[config.mk]
export PLATFORM = sky130hd
export DESIGN_NAME = one_wire_bus_master_top
export DESIGN_NICKNAME = d
export VERILOG_FILES = /design/src/rtl/owb_pkg.sv /design/src/rtl/one_wire_bus_master_top.sv /design/src/rtl/owb_regs.sv /design/src/rtl/owb_core.sv
export SDC_FILE = /design/constraint.sdc
export NUM_CORES = 1
export LEC_CHECK = 0
export BUFFER_PORTS_ARGS = -buffer_cell sky130_fd_sc_hd__buf_2
export CORE_ASPECT_RATIO = 1.2
export CORE_MARGIN = 2
export CORE_UTILIZATION = 30
export DETAILED_ROUTE_END_ITERATION = 10
export GPL_TIMING_DRIVEN = 0
export PLACE_DENSITY = 0.45
export SLEW_MARGIN = 20
export SYNTH_ARGS = -nofsm -noshare
export SYNTH_HDL_FRONTEND = slang
export SYNTH_HIERARCHICAL = 1
export SYNTH_SLANG_ARGS = --single-unit
[constraint.sdc]
create_clock -name clk -period 4.8 [get_ports clk]
set_input_delay 0.72 -clock clk [delete_from_list [all_inputs] [get_ports clk]]
set_output_delay 0.72 -clock clk [all_outputs]
set_load 0.05 [all_outputs]
[src/rtl/owb_pkg.sv]
`timescale 1ns / 1ps
// ----------------------------------------------------------------------------
// owb_pkg
// Shared types, register indexes and defaults of the one-wire bus master.
// ----------------------------------------------------------------------------
package owb_pkg;

  localparam int TimeW     = 10;  // timing register and tick counter width
  localparam int DataW     = 16;  // shift register / read word width
  localparam int CntW      = 5;   // bits-left counter width
  localparam int WRITE_BITS = 8;
  localparam int ReadBitsDef = 16;

  localparam logic [TimeW-1:0] RstLowDef   = 10'd480;
  localparam logic [TimeW-1:0] RstRelDef   = 10'd480;
  localparam logic [TimeW-1:0] PresSampDef = 10'd60;
  localparam logic [TimeW-1:0] Wr0LowDef   = 10'd60;
  localparam logic [TimeW-1:0] Wr1LowDef   = 10'd5;
  localparam logic [TimeW-1:0] RdLowDef    = 10'd5;
  localparam logic [TimeW-1:0] RdSampDef   = 10'd15;
  localparam logic [TimeW-1:0] SlotLenDef  = 10'd61;

  typedef enum logic [2:0] {
    REG_RESET_LOW   = 3'd0,
    REG_RESET_REL   = 3'd1,
    REG_PRES_SAMPLE = 3'd2,
    REG_WR0_LOW     = 3'd3,
    REG_WR1_LOW     = 3'd4,
    REG_RD_LOW      = 3'd5,
    REG_RD_SAMPLE   = 3'd6,
    REG_SLOT_LEN    = 3'd7
  } reg_idx_t;

  typedef enum logic [1:0] {
    OP_RESET = 2'd0,
    OP_WRITE = 2'd1,
    OP_READ  = 2'd2
  } op_t;

  typedef enum logic [1:0] {
    PH_IDLE    = 2'd0,
    PH_RST_LOW = 2'd1,
    PH_RST_REL = 2'd2,
    PH_SLOT    = 2'd3
  } phase_t;

  typedef struct packed {
    logic [TimeW-1:0] reset_low_time;
    logic [TimeW-1:0] reset_release_time;
    logic [TimeW-1:0] presence_sample_time;
    logic [TimeW-1:0] write_zero_low_time;
    logic [TimeW-1:0] write_one_low_time;
    logic [TimeW-1:0] read_low_time;
    logic [TimeW-1:0] read_sample_time;
    logic [TimeW-1:0] slot_length;
  } cfg_t;

  typedef struct packed {
    logic       start_req;
    logic [1:0] func;
    logic [7:0] write_byte;
    logic       line_level;
  } tick_t;

  typedef struct packed {
    logic             drive_low;
    logic             busy_res;
    logic             done_res;
    logic             presence;
    logic [DataW-1:0] read_word;
  } res_t;

endpackage

[src/rtl/one_wire_bus_master_top.sv]
`timescale 1ns / 1ps
// ----------------------------------------------------------------------------
// one_wire_bus_master_top
// One-wire bus master: bus reset with presence detect, byte write, word read.
// ----------------------------------------------------------------------------
// Each tick transaction is one microsecond of bus time and carries the sampled
// line level plus an optional command. The block takes one tick per clock
// cycle while tick_stall is low and returns exactly one result per tick, held
// first in the tick register, then in the result register. The sequencer
// advances its single state set once per tick; the tick register lets one more
// tick in while a result waits. Users write timing registers through the cfg
// port only while no command runs; the block itself does not enforce this.
module one_wire_bus_master_top #(
  parameter int READ_BITS = owb_pkg::ReadBitsDef
) (
  input  logic                      clk,
  input  logic                      rst,
  input  logic                      tick_valid,
  output logic                      tick_stall,
  input  owb_pkg::tick_t            tick,
  output logic                      res_valid,
  input  logic                      res_stall,
  output owb_pkg::res_t             res,
  input  logic                      cfg_valid,
  output logic                      cfg_ready,
  input  owb_pkg::reg_idx_t         cfg_index,
  input  logic [owb_pkg::TimeW-1:0] cfg_data
);
  import owb_pkg::*;

  cfg_t  cfg;
  tick_t tick_q;
  logic  tick_q_valid;
  logic  advance;
  res_t  core_res;

  assign cfg_ready  = 1'b1;
  assign advance    = tick_q_valid && (!res_valid || !res_stall);
  assign tick_stall = tick_q_valid && !advance;

  owb_regs u_regs (
    .clk      (clk),
    .rst      (rst),
    .wr_en    (cfg_valid && cfg_ready),
    .wr_index (cfg_index),
    .wr_data  (cfg_data),
    .cfg      (cfg)
  );

  owb_core #(
    .READ_BITS (READ_BITS)
  ) u_core (
    .clk  (clk),
    .rst  (rst),
    .step (advance),
    .tick (tick_q),
    .cfg  (cfg),
    .res  (core_res)
  );

  always_ff @(posedge clk) begin
    if (rst) begin
      tick_q_valid <= 1'b0;
    end else if (tick_valid && !tick_stall) begin
      tick_q_valid <= 1'b1;
    end else if (advance) begin
      tick_q_valid <= 1'b0;
    end
  end

  always_ff @(posedge clk) begin
    if (tick_valid && !tick_stall) begin
      tick_q <= tick;
    end
  end

  always_ff @(posedge clk) begin
    if (rst) begin
      res_valid <= 1'b0;
    end else if (advance) begin
      res_valid <= 1'b1;
    end else if (!res_stall) begin
      res_valid <= 1'b0;
    end
  end

  always_ff @(posedge clk) begin
    if (advance) begin
      res <= core_res;
    end
  end

  // stall on the tick side only when the result side holds a waiting result
  a_stall_only_when_full: assert property (@(posedge clk) disable iff (rst)
    tick_stall |-> (tick_q_valid && res_valid && res_stall))
    else $error("tick stall without a full pipe");

  a_done_is_busy: assert property (@(posedge clk) disable iff (rst)
    (res_valid && res.done_res) |-> res.busy_res)
    else $error("done outside a command");

  a_idle_no_drive: assert property (@(posedge clk) disable iff (rst)
    (res_valid && !res.busy_res) |-> !res.drive_low)
    else $error("line driven while idle");

  // an accepted tick is handed to the sequencer in the next cycle or held
  a_tick_moves: assert property (@(posedge clk) disable iff (rst)
    (tick_valid && !tick_stall) |=> tick_q_valid)
    else $error("accepted tick lost");

endmodule

[src/rtl/owb_regs.sv]
`timescale 1ns / 1ps
// ----------------------------------------------------------------------------
// owb_regs
// Timing register file of the one-wire bus master, one write port.
// ----------------------------------------------------------------------------
module owb_regs (
  input  logic                          clk,
  input  logic                          rst,
  input  logic                          wr_en,
  input  owb_pkg::reg_idx_t             wr_index,
  input  logic [owb_pkg::TimeW-1:0]     wr_data,
  output owb_pkg::cfg_t                 cfg
);
  import owb_pkg::*;

  always_ff @(posedge clk) begin
    if (rst) begin
      cfg.reset_low_time       <= RstLowDef;
      cfg.reset_release_time   <= RstRelDef;
      cfg.presence_sample_time <= PresSampDef;
      cfg.write_zero_low_time  <= Wr0LowDef;
      cfg.write_one_low_time   <= Wr1LowDef;
      cfg.read_low_time        <= RdLowDef;
      cfg.read_sample_time     <= RdSampDef;
      cfg.slot_length          <= SlotLenDef;
    end else if (wr_en) begin
      case (wr_index)
        REG_RESET_LOW:   cfg.reset_low_time       <= wr_data;
        REG_RESET_REL:   cfg.reset_release_time   <= wr_data;
        REG_PRES_SAMPLE: cfg.presence_sample_time <= wr_data;
        REG_WR0_LOW:     cfg.write_zero_low_time  <= wr_data;
        REG_WR1_LOW:     cfg.write_one_low_time   <= wr_data;
        REG_RD_LOW:      cfg.read_low_time        <= wr_data;
        REG_RD_SAMPLE:   cfg.read_sample_time     <= wr_data;
        REG_SLOT_LEN:    cfg.slot_length          <= wr_data;
        default: ;
      endcase
    end
  end

endmodule

[src/rtl/owb_core.sv]
`timescale 1ns / 1ps
// ----------------------------------------------------------------------------
// owb_core
// Bus sequencer: advances reset / write / read slot timing by one tick per step.
// ----------------------------------------------------------------------------
module owb_core #(
  parameter int READ_BITS = owb_pkg::ReadBitsDef
) (
  input  logic           clk,
  input  logic           rst,
  input  logic           step,
  input  owb_pkg::tick_t tick,
  input  owb_pkg::cfg_t  cfg,
  output owb_pkg::res_t  res
);
  import owb_pkg::*;

  localparam int RdShift = DataW - READ_BITS;

  phase_t           phase, phase_next, ph_eff;
  op_t              operation, operation_next, op_eff;
  logic [TimeW-1:0] time_count, time_count_next, tc_eff;
  logic [CntW-1:0]  bits_left, bits_left_next, bl_eff;
  logic [DataW-1:0] shift_word, shift_word_next, sw_eff, sw_samp;
  logic             presence_flag, presence_flag_next, pres_eff;
  logic [DataW-1:0] held_word, held_word_next;

  logic             start_ok;
  logic [TimeW:0]   tc_inc;
  logic [TimeW-1:0] rst_low_eff, rst_rel_eff, slot_len, low_time, samp_at;
  logic             rst_low_end, rst_rel_end, slot_last, slot_drive;
  logic             samp_in_slot, samp_now, samp_bit, pres_hit, last_bit;

  assign start_ok = (phase == PH_IDLE) && tick.start_req &&
                    ((tick.func == OP_RESET) || (tick.func == OP_WRITE) ||
                     (tick.func == OP_READ));

  // a command starts on its own tick
  always_comb begin
    ph_eff   = phase;
    op_eff   = operation;
    tc_eff   = time_count;
    bl_eff   = bits_left;
    sw_eff   = shift_word;
    pres_eff = presence_flag;
    if (start_ok) begin
      op_eff = op_t'(tick.func);
      tc_eff = '0;
      if (tick.func == OP_RESET) begin
        ph_eff   = PH_RST_LOW;
        pres_eff = 1'b0;
      end else if (tick.func == OP_WRITE) begin
        ph_eff = PH_SLOT;
        bl_eff = CntW'(WRITE_BITS);
        sw_eff = DataW'(tick.write_byte);
      end else begin
        ph_eff = PH_SLOT;
        bl_eff = CntW'(READ_BITS);
        sw_eff = '0;
      end
    end
  end

  assign tc_inc      = {1'b0, tc_eff} + 1'b1;
  assign rst_low_eff = (cfg.reset_low_time == '0) ? TimeW'(1) : cfg.reset_low_time;
  assign rst_rel_eff = (cfg.reset_release_time == '0) ? TimeW'(1) : cfg.reset_release_time;
  assign slot_len    = (cfg.slot_length < TimeW'(2)) ? TimeW'(2) : cfg.slot_length;
  assign rst_low_end = tc_inc >= {1'b0, rst_low_eff};
  assign rst_rel_end = tc_inc >= {1'b0, rst_rel_eff};
  assign slot_last   = tc_inc >= {1'b0, slot_len};
  assign pres_hit    = tc_eff == cfg.presence_sample_time;
  assign last_bit    = bl_eff <= CntW'(1);

  assign low_time   = (op_eff == OP_WRITE) ?
                      (sw_eff[0] ? cfg.write_one_low_time : cfg.write_zero_low_time) :
                      cfg.read_low_time;
  assign slot_drive = tc_eff < low_time;

  // late sample point falls back to the last slot tick with a zero bit
  assign samp_in_slot = cfg.read_sample_time < slot_len;
  assign samp_at      = samp_in_slot ? cfg.read_sample_time : slot_len - TimeW'(1);
  assign samp_now     = (op_eff != OP_WRITE) && (tc_eff == samp_at);
  assign samp_bit     = samp_in_slot & tick.line_level;
  assign sw_samp      = samp_now ? {samp_bit, sw_eff[DataW-1:1]} : sw_eff;

  // next state
  always_comb begin
    phase_next         = ph_eff;
    operation_next     = op_eff;
    time_count_next    = tc_eff;
    bits_left_next     = bl_eff;
    shift_word_next    = sw_eff;
    presence_flag_next = pres_eff;
    held_word_next     = held_word;
    case (ph_eff)
      PH_RST_LOW: begin
        if (rst_low_end) begin
          phase_next      = PH_RST_REL;
          time_count_next = '0;
        end else begin
          time_count_next = tc_inc[TimeW-1:0];
        end
      end
      PH_RST_REL: begin
        if (pres_hit) begin
          presence_flag_next = ~tick.line_level;
        end
        if (rst_rel_end) begin
          phase_next      = PH_IDLE;
          time_count_next = '0;
        end else begin
          time_count_next = tc_inc[TimeW-1:0];
        end
      end
      PH_SLOT: begin
        shift_word_next = sw_samp;
        if (slot_last) begin
          time_count_next = '0;
          if (op_eff == OP_WRITE) begin
            shift_word_next = {1'b0, sw_samp[DataW-1:1]};
          end
          if (last_bit) begin
            bits_left_next = '0;
            phase_next     = PH_IDLE;
            if (op_eff != OP_WRITE) begin
              held_word_next = sw_samp >> RdShift;
            end
          end else begin
            bits_left_next = bl_eff - CntW'(1);
          end
        end else begin
          time_count_next = tc_inc[TimeW-1:0];
        end
      end
      default: ;
    endcase
  end

  // outputs
  always_comb begin
    res           = '0;
    res.presence  = presence_flag_next;
    res.read_word = held_word_next;
    case (ph_eff)
      PH_RST_LOW: begin
        res.busy_res  = 1'b1;
        res.drive_low = 1'b1;
      end
      PH_RST_REL: begin
        res.busy_res = 1'b1;
        res.done_res = rst_rel_end;
      end
      PH_SLOT: begin
        res.busy_res  = 1'b1;
        res.drive_low = slot_drive;
        res.done_res  = slot_last && last_bit;
      end
      default: ;
    endcase
  end

  always_ff @(posedge clk) begin
    if (rst) begin
      phase         <= PH_IDLE;
      operation     <= OP_RESET;
      time_count    <= '0;
      bits_left     <= '0;
      shift_word    <= '0;
      presence_flag <= 1'b0;
      held_word     <= '0;
    end else if (step) begin
      phase         <= phase_next;
      operation     <= operation_next;
      time_count    <= time_count_next;
      bits_left     <= bits_left_next;
      shift_word    <= shift_word_next;
      presence_flag <= presence_flag_next;
      held_word     <= held_word_next;
    end
  end

endmodule

=== After elaboration in Yosys (flattened, before gate mapping) ===
Index checks and enable logic that the tools add are counted.

* Multiplexer cells: 47
* Reduce and logical (&&, ||, !) cells: 29
* Add/subtract/negate cells: 3
* Eq/ne operators: 17
* Bitwise logic cells: 2
* $lt $le $gt $ge: 7

{| class="wikitable"
|+ Operator list
! kind !! number
|-
| 16-bit two-way mux || 10
|-
| 10-bit two-way mux || 10
|-
| 11-bit by 10-bit greater-or-equal comparator with 1-bit output || 3
|-
| 5-bit two-way mux || 6
|-
| 10-bit one-hot mux with 3 select lines || 1
|-
| 10-bit equality test || 2
|-
| 10-bit logical NOT || 2
|-
| 10-bit less-than comparator || 2
|-
| 2-bit AND reduction || 8
|-
| 2-bit two-way mux || 7
|-
| 3-bit equality test, second input constant || 4
|-
| 10-bit by 1-bit adder with 11-bit output, second input constant || 1
|-
| 10-bit by 2-bit less-than comparator with 1-bit output, second input constant || 1
|-
| 10-bit by 1-bit subtractor with 10-bit output, second input constant || 1
|-
| 1-bit two-way mux || 9
|-
| 8-bit two-way mux || 1
|-
| 1-bit logical AND || 7
|-
| 2-bit by 1-bit equality test with 1-bit output, second input constant || 3
|-
| 2-bit equality test, second input constant || 3
|-
| 3-bit by 2-bit equality test with 1-bit output, second input constant || 2
|-
| 2-bit one-hot mux with 3 select lines || 1
|-
| 5-bit by 1-bit less-or-equal comparator with 1-bit output, second input constant || 1
|-
| 5-bit by 1-bit subtractor with 5-bit output, second input constant || 1
|-
| 1-bit logical NOT || 4
|-
| other kinds (10) || 15
|}

* Bits in registers: 166
* Word-level logic and storage cells: 131
* Output and inout port bits: 23

=== Depth between registers and ports, before layout ===
* Depth after elaboration: 12
* Gate-level depth with buffers: 22
* Mapped depth without buffers: 18

=== By module ===
Netlist, hierarchy kept.

{| class="wikitable"
|+ Modules (own cells, without submodules)
! module !! cells an instance !! times used !! area each (um2) !! seq. area each (um2)
|-
| owb_core || 662 || 1 || 5225.0 || 1041.0
|-
| owb_regs || 296 || 1 || 3171.8 || 1601.5
|-
| one_wire_bus_master_top || 44 || 1 || 1058.5 || 1001.0
|}

=== Worst setup path after synthesis ===
OpenSTA, ideal clock, no wires.

* Kind: input to register
* Start point: in res_stall
* End point: reg u_core.shift_word[10]
* Required time: 4.725 ns
* Arrival: 4.427 ns
* Slack: 0.298 ns
* Stages on the path: 5
* Cells stage by stage: a21boi_0 > clkinv_1 > nor4_1 > o221ai_1 > o21ai_0

* Cells in the longest elaborated chain, start to end: 3

{| class="wikitable"
|+ RTL lines
! element !! RTL line !! RTL
|-
| from (decl) || one_wire_bus_master_top.sv:22 || <nowiki>input logic res_stall,</nowiki>
|-
| 1-bit logical NOT || - ||
|-
| 1-bit logical OR || one_wire_bus_master_top.sv:38 || <nowiki>assign advance = tick_q_valid && (!res_valid || !res_stall);</nowiki>
|-
| 1-bit logical AND || one_wire_bus_master_top.sv:38 ||
|-
| to (signal assigned) || owb_core.sv:176 || <nowiki>shift_word <= shift_word_next;</nowiki>
|-
| to (decl) || owb_core.sv:24 || <nowiki>logic [DataW-1:0] shift_word, shift_word_next, sw_eff, sw_samp;</nowiki>
|}

No other way between the ends.
A chain may end at the register's enable or synchronous reset.

==> key figures <==
Synthesis
  – Yosys warns: 6
  – Yosys top cell by area: dfxtp_1
  – Asr flop ratio synth: 0%
  – Net Count, Synth: 1084
  – Ys flop type: dfxtp_1
  – Post-Syn Area: 9455 um^2
  – Number of library cell types mapped by synthesis: 86
  – Compound-Gate Fraction of Synth Area: roughly 14%
  – EDFF count, synth: 32
  – Post-synthesis xor/xnor area fraction: under 10%
  – Post-Synth Simple-Gate Area: around 18%
  – Post-synthesis register bit count: 166
  – Adder-Cell Fraction of Synth Area: under 10%
  – Mapped Avg Cell Area: 9.436 um^2
  – Synth top area cells: dfxtp_1 (28%), mux2i_1 (12%), edfxtp_1 (10%)
  – Sequential-to-total area share from yosys stat: approximately two fifths
  – Top-area cell type share of the netlist area: between 20% and 30%
  – Synth Instances: roughly 1k
  – Largest family of logic cells by synthesized area: simple AND/OR/NAND/NOR gates
  – Mux contribution to synthesized area: around 13%

Min path
  – HP Start: u_core/held_word[14]
  – Hold Path Depth: 2
  – Min-Delay Path Class: reg -> reg
  – Hold endpoint: u_core/held_word[14]

Clock network
  – Clk slew on worst S/H paths: 0.07 ns
  – Clock Path Buffers: 2
  – CTS Buf Count: 17
  – Root buf cell: clkbuf_16
  – Clock sink count: around 170
  – CTS Hold Buffers Added: 0
  – Clock insertion delay at the later pin of the skew report: approximately 0.43 ns
  – CTS tree: built
  – H-tree depth: 4

Finish
  – Layout Cells excl Fill: ~1.5k
  – Commonest non-fill, non-tap cell in the layout: dfxtp_1
  – Most frequent cells in the layout: dfxtp_1 (134), mux2i_1 (111), nor2_1 (85), nand2_1 (75), nand2b_1 (73)
  – N_diodes: 0
  – Fillers: 3194
  – Layout cells sized above 1: between 15 and 20%
  – Nets: 1161
  – Area Overhead vs Synth: 16.08%

Setup path
  – Cell mode on critical path: buf_6
  – FF-to-FF Start: u_core/phase[1]
  – CP Data Arrival Time: about 4.8 ns
  – CP max stage cell: or3b_4
  – CP Data Required Time: between 4 and 5 ns
  – Reg-to-reg endpoint: res[4]
  – Crit Path Category: reg -> reg
  – R2R cell count: 20
  – Largest stage delay, worst path: about 0.43 ns
  – CP Capture Type: flip-flop
  – Setup crit start kind: flip-flop
  – Crit-path max FO: 10
  – R2R Setup Slk: 0.22 ns
  – Cells along the critical path: clkbuf_4 > or3b_4 > buf_6 > o21ai_4 > inv_1 > ha_1 > o2111ai_2 > nor2_1 > xnor2_2 > inv_2 > ha_1 > nor3_1 > o21ai_1 > a211o_1 > a311oi_4 > or2_1 > or3_1 > buf_6 > buf_6 > mux2_2

Drt
  – DR iter-0 viols: 421
  – Final wirelength: 27390 um
  – Final ANT Viol Nets: 0
  – DR vias: approximately 7.4k
  – DRC errors left: 0
  – Wire per inst: ~18 um
  – Via-to-Cell Ratio: roughly 4.9
  – DR pass1 iterations: 4

Floorplanning
  – Width of the die: 166.1 um
  – Die Y: around 200 um
  – Io pins: 53
  – Die ar.: approximately 33000 um^2
  – CORE AREA: approximately 31000 um^2
  – Row Count: ~70
  – Starting Density: 30.32%

STA
  – Max-slew headroom: between 20 and 30%
  – Final setup TNS: 0 ns
  – Slew Limit Fails: 0
  – Fin Clk Skew: 0.009925 ns
  – Final period utilization: roughly 96%
  – Worst-Margin Slew: ~1.0 ns
  – Final number of setup-violating endpoints: 0
  – Final Hold Viols: 0
  – Fmax: 218.1 MHz
  – RSZ-0062 raised after global routing: false
  – Final min period: 4.585 ns

Placement
  – Placed cell count: about 1.5k
  – IO Port Bufs: 51
  – RePlAce Congestion: around 0.80
  – Dpl hpwl: between 20000 and 25000 um

GRT
  – Vias in the first global route: between 7k and 8k
  – First-pass GRT wire length: 42860 um
  – Grt ovf: 0
  – Most used routing layer: met2
  – GRT Total Usage: around 17%
  – Pin count of the biggest net entering global routing: 22
  – GR Util met1: between 20% and 30%
  – GR Layer Usage met2: 29.74%
  – Initial antenna violation count: 0
  – GRT met3 Usage: between 2 and 3%

Pwr
  – Power per cell area: a little under 300 nW/um^2
  – IR drop worst, VDD: about 190 uV
  – Leakage: around 4.6 nW

Job
  – Max cap viols: 0

Status
  – Status: finished clean
through the flow:
stage	utilization (%)	hold slack [ns]	setup WS (ns)	cell area (um^2)	total power (W)
after floorplan	-	0.4284	0.2975	9455	0.001727
after global placement	32.75	0.4377	-2.667	10210	0.001841
after detailed placement	32.93	0.4448	-0.7815	10270	0.001847
after CTS	34.94	0.4401	0.05114	10900	0.003253
after global routing	35.20	0.4380	0.004584	10980	0.003339
final	35.20	0.4537	0.2152	10980	0.003206
sequential cells by signal, indices dropped and copies added, names as in the netlist:
name and cells:
u_core/phase 2, u_core/held_word 16, res 20, tick_q 12, u_regs/cfg 80, tick_q_valid 1
res_valid 1, u_core/shift_word 16, u_core/time_count 10, u_core/operation 2, u_core/bits_left 5, u_core/presence_flag 1
logic make-up after synthesis:
family                   after synthesis
other                                  1
AND/OR/NAND/NOR                      318
XOR/XNOR                              35
multiplexers                         124
adder cells (fa/ha/maj)               52
flip-flops                           166
buffers and inverters                116
AO/OA/AOI/OAI                        190
Yosys cell counts, types with 5 or more instances:
| master | instances |
|---|---|
| or3_1 | 9 |
| buf_2 | 19 |
| a21o_1 | 18 |
| buf_6 | 7 |
| o21ai_2 | 5 |
| nand2b_1 | 73 |
| nor4_1 | 6 |
| clkbuf_1 | 29 |
| o31ai_1 | 6 |
| mux2_2 | 11 |
| inv_1 | 55 |
| mux2i_1 | 111 |
| ha_1 | 52 |
| a22oi_1 | 12 |
| a211oi_1 | 6 |
| o221ai_1 | 6 |
| nor3_1 | 10 |
| a211oi_2 | 6 |
| nand4_1 | 8 |
| a22o_1 | 7 |
| o21ai_0 | 50 |
| nand2_1 | 76 |
| nor2_1 | 86 |
| xor2_1 | 14 |
| dfxtp_1 | 134 |
| and2_1 | 6 |
| edfxtp_1 | 32 |
| xnor2_1 | 21 |
| a21oi_1 | 29 |
| nand3_1 | 7 |
cell type report:
cell class | instances | area, um^2 | share of cell area, %
clock buffers | 18 | 429.2 | 3.910
flip-flops and latches | 166 | 3643 | 33.20
well taps | 401 | 501.7 | 4.571
repair buffers | 59 | 342.8 | 3.124
clock inverters | 14 | 147.6 | 1.345
inverters | 56 | 210.2 | 1.915
multi-input cells | 720 | 5369 | 48.92
plain buffers | 59 | 331.6 | 3.021
layer usage:
| layer | wire, um | vias up |
|---|---|---|
| met5 | 0 | - |
| met4 | 831 | 0 |
| met3 | 716 | 35 |
| met2 | 13500 | 121 |
| met1 | 12350 | 3502 |
| li1 | - | 3700 |
power by group:
part	switching, W	internal (W)
registers	0.0000233	0.00145
clock network	0.000615	0.000772
logic	0.000223	0.000119
total	0.000861	0.00234
worst max-delay path, delay by kind of cell (launching register included):
family                     cells  cell delay (ns)
xor gates and xnor gates       1             0.27
buffers and inverters          6             0.87
DFF                            1             0.30
muxes                          1             0.33
AOI/OAI and AO/OA              5             1.09
and+or+nand+nor                5             1.04
adders and majority gates      2             0.44
how the worst max path moves through the flow:
stage / from / cells past startpoint / endpoint
2_1_floorplan: res_stall / 5 / u_core/shift_word[10]
3_3_place_gp: res_stall / 6 / u_core/shift_word[10]
3_5_place_dp: tick_q[11] / 19 / res[5]
4_1_cts: tick_q[10] / 19 / res[19]
5_1_grt: u_core/phase[1] / 20 / res[4]
6_report: u_core/phase[1] / 20 / res[4]
what timing repair did:
item,in CTS,in global routing
endpoints found under the setup margin,65,38
pin swaps,2,5
buffers inserted,1,5
gates resized for setup,10,15
No activity file was read; power rests on OpenSTA's default activity.
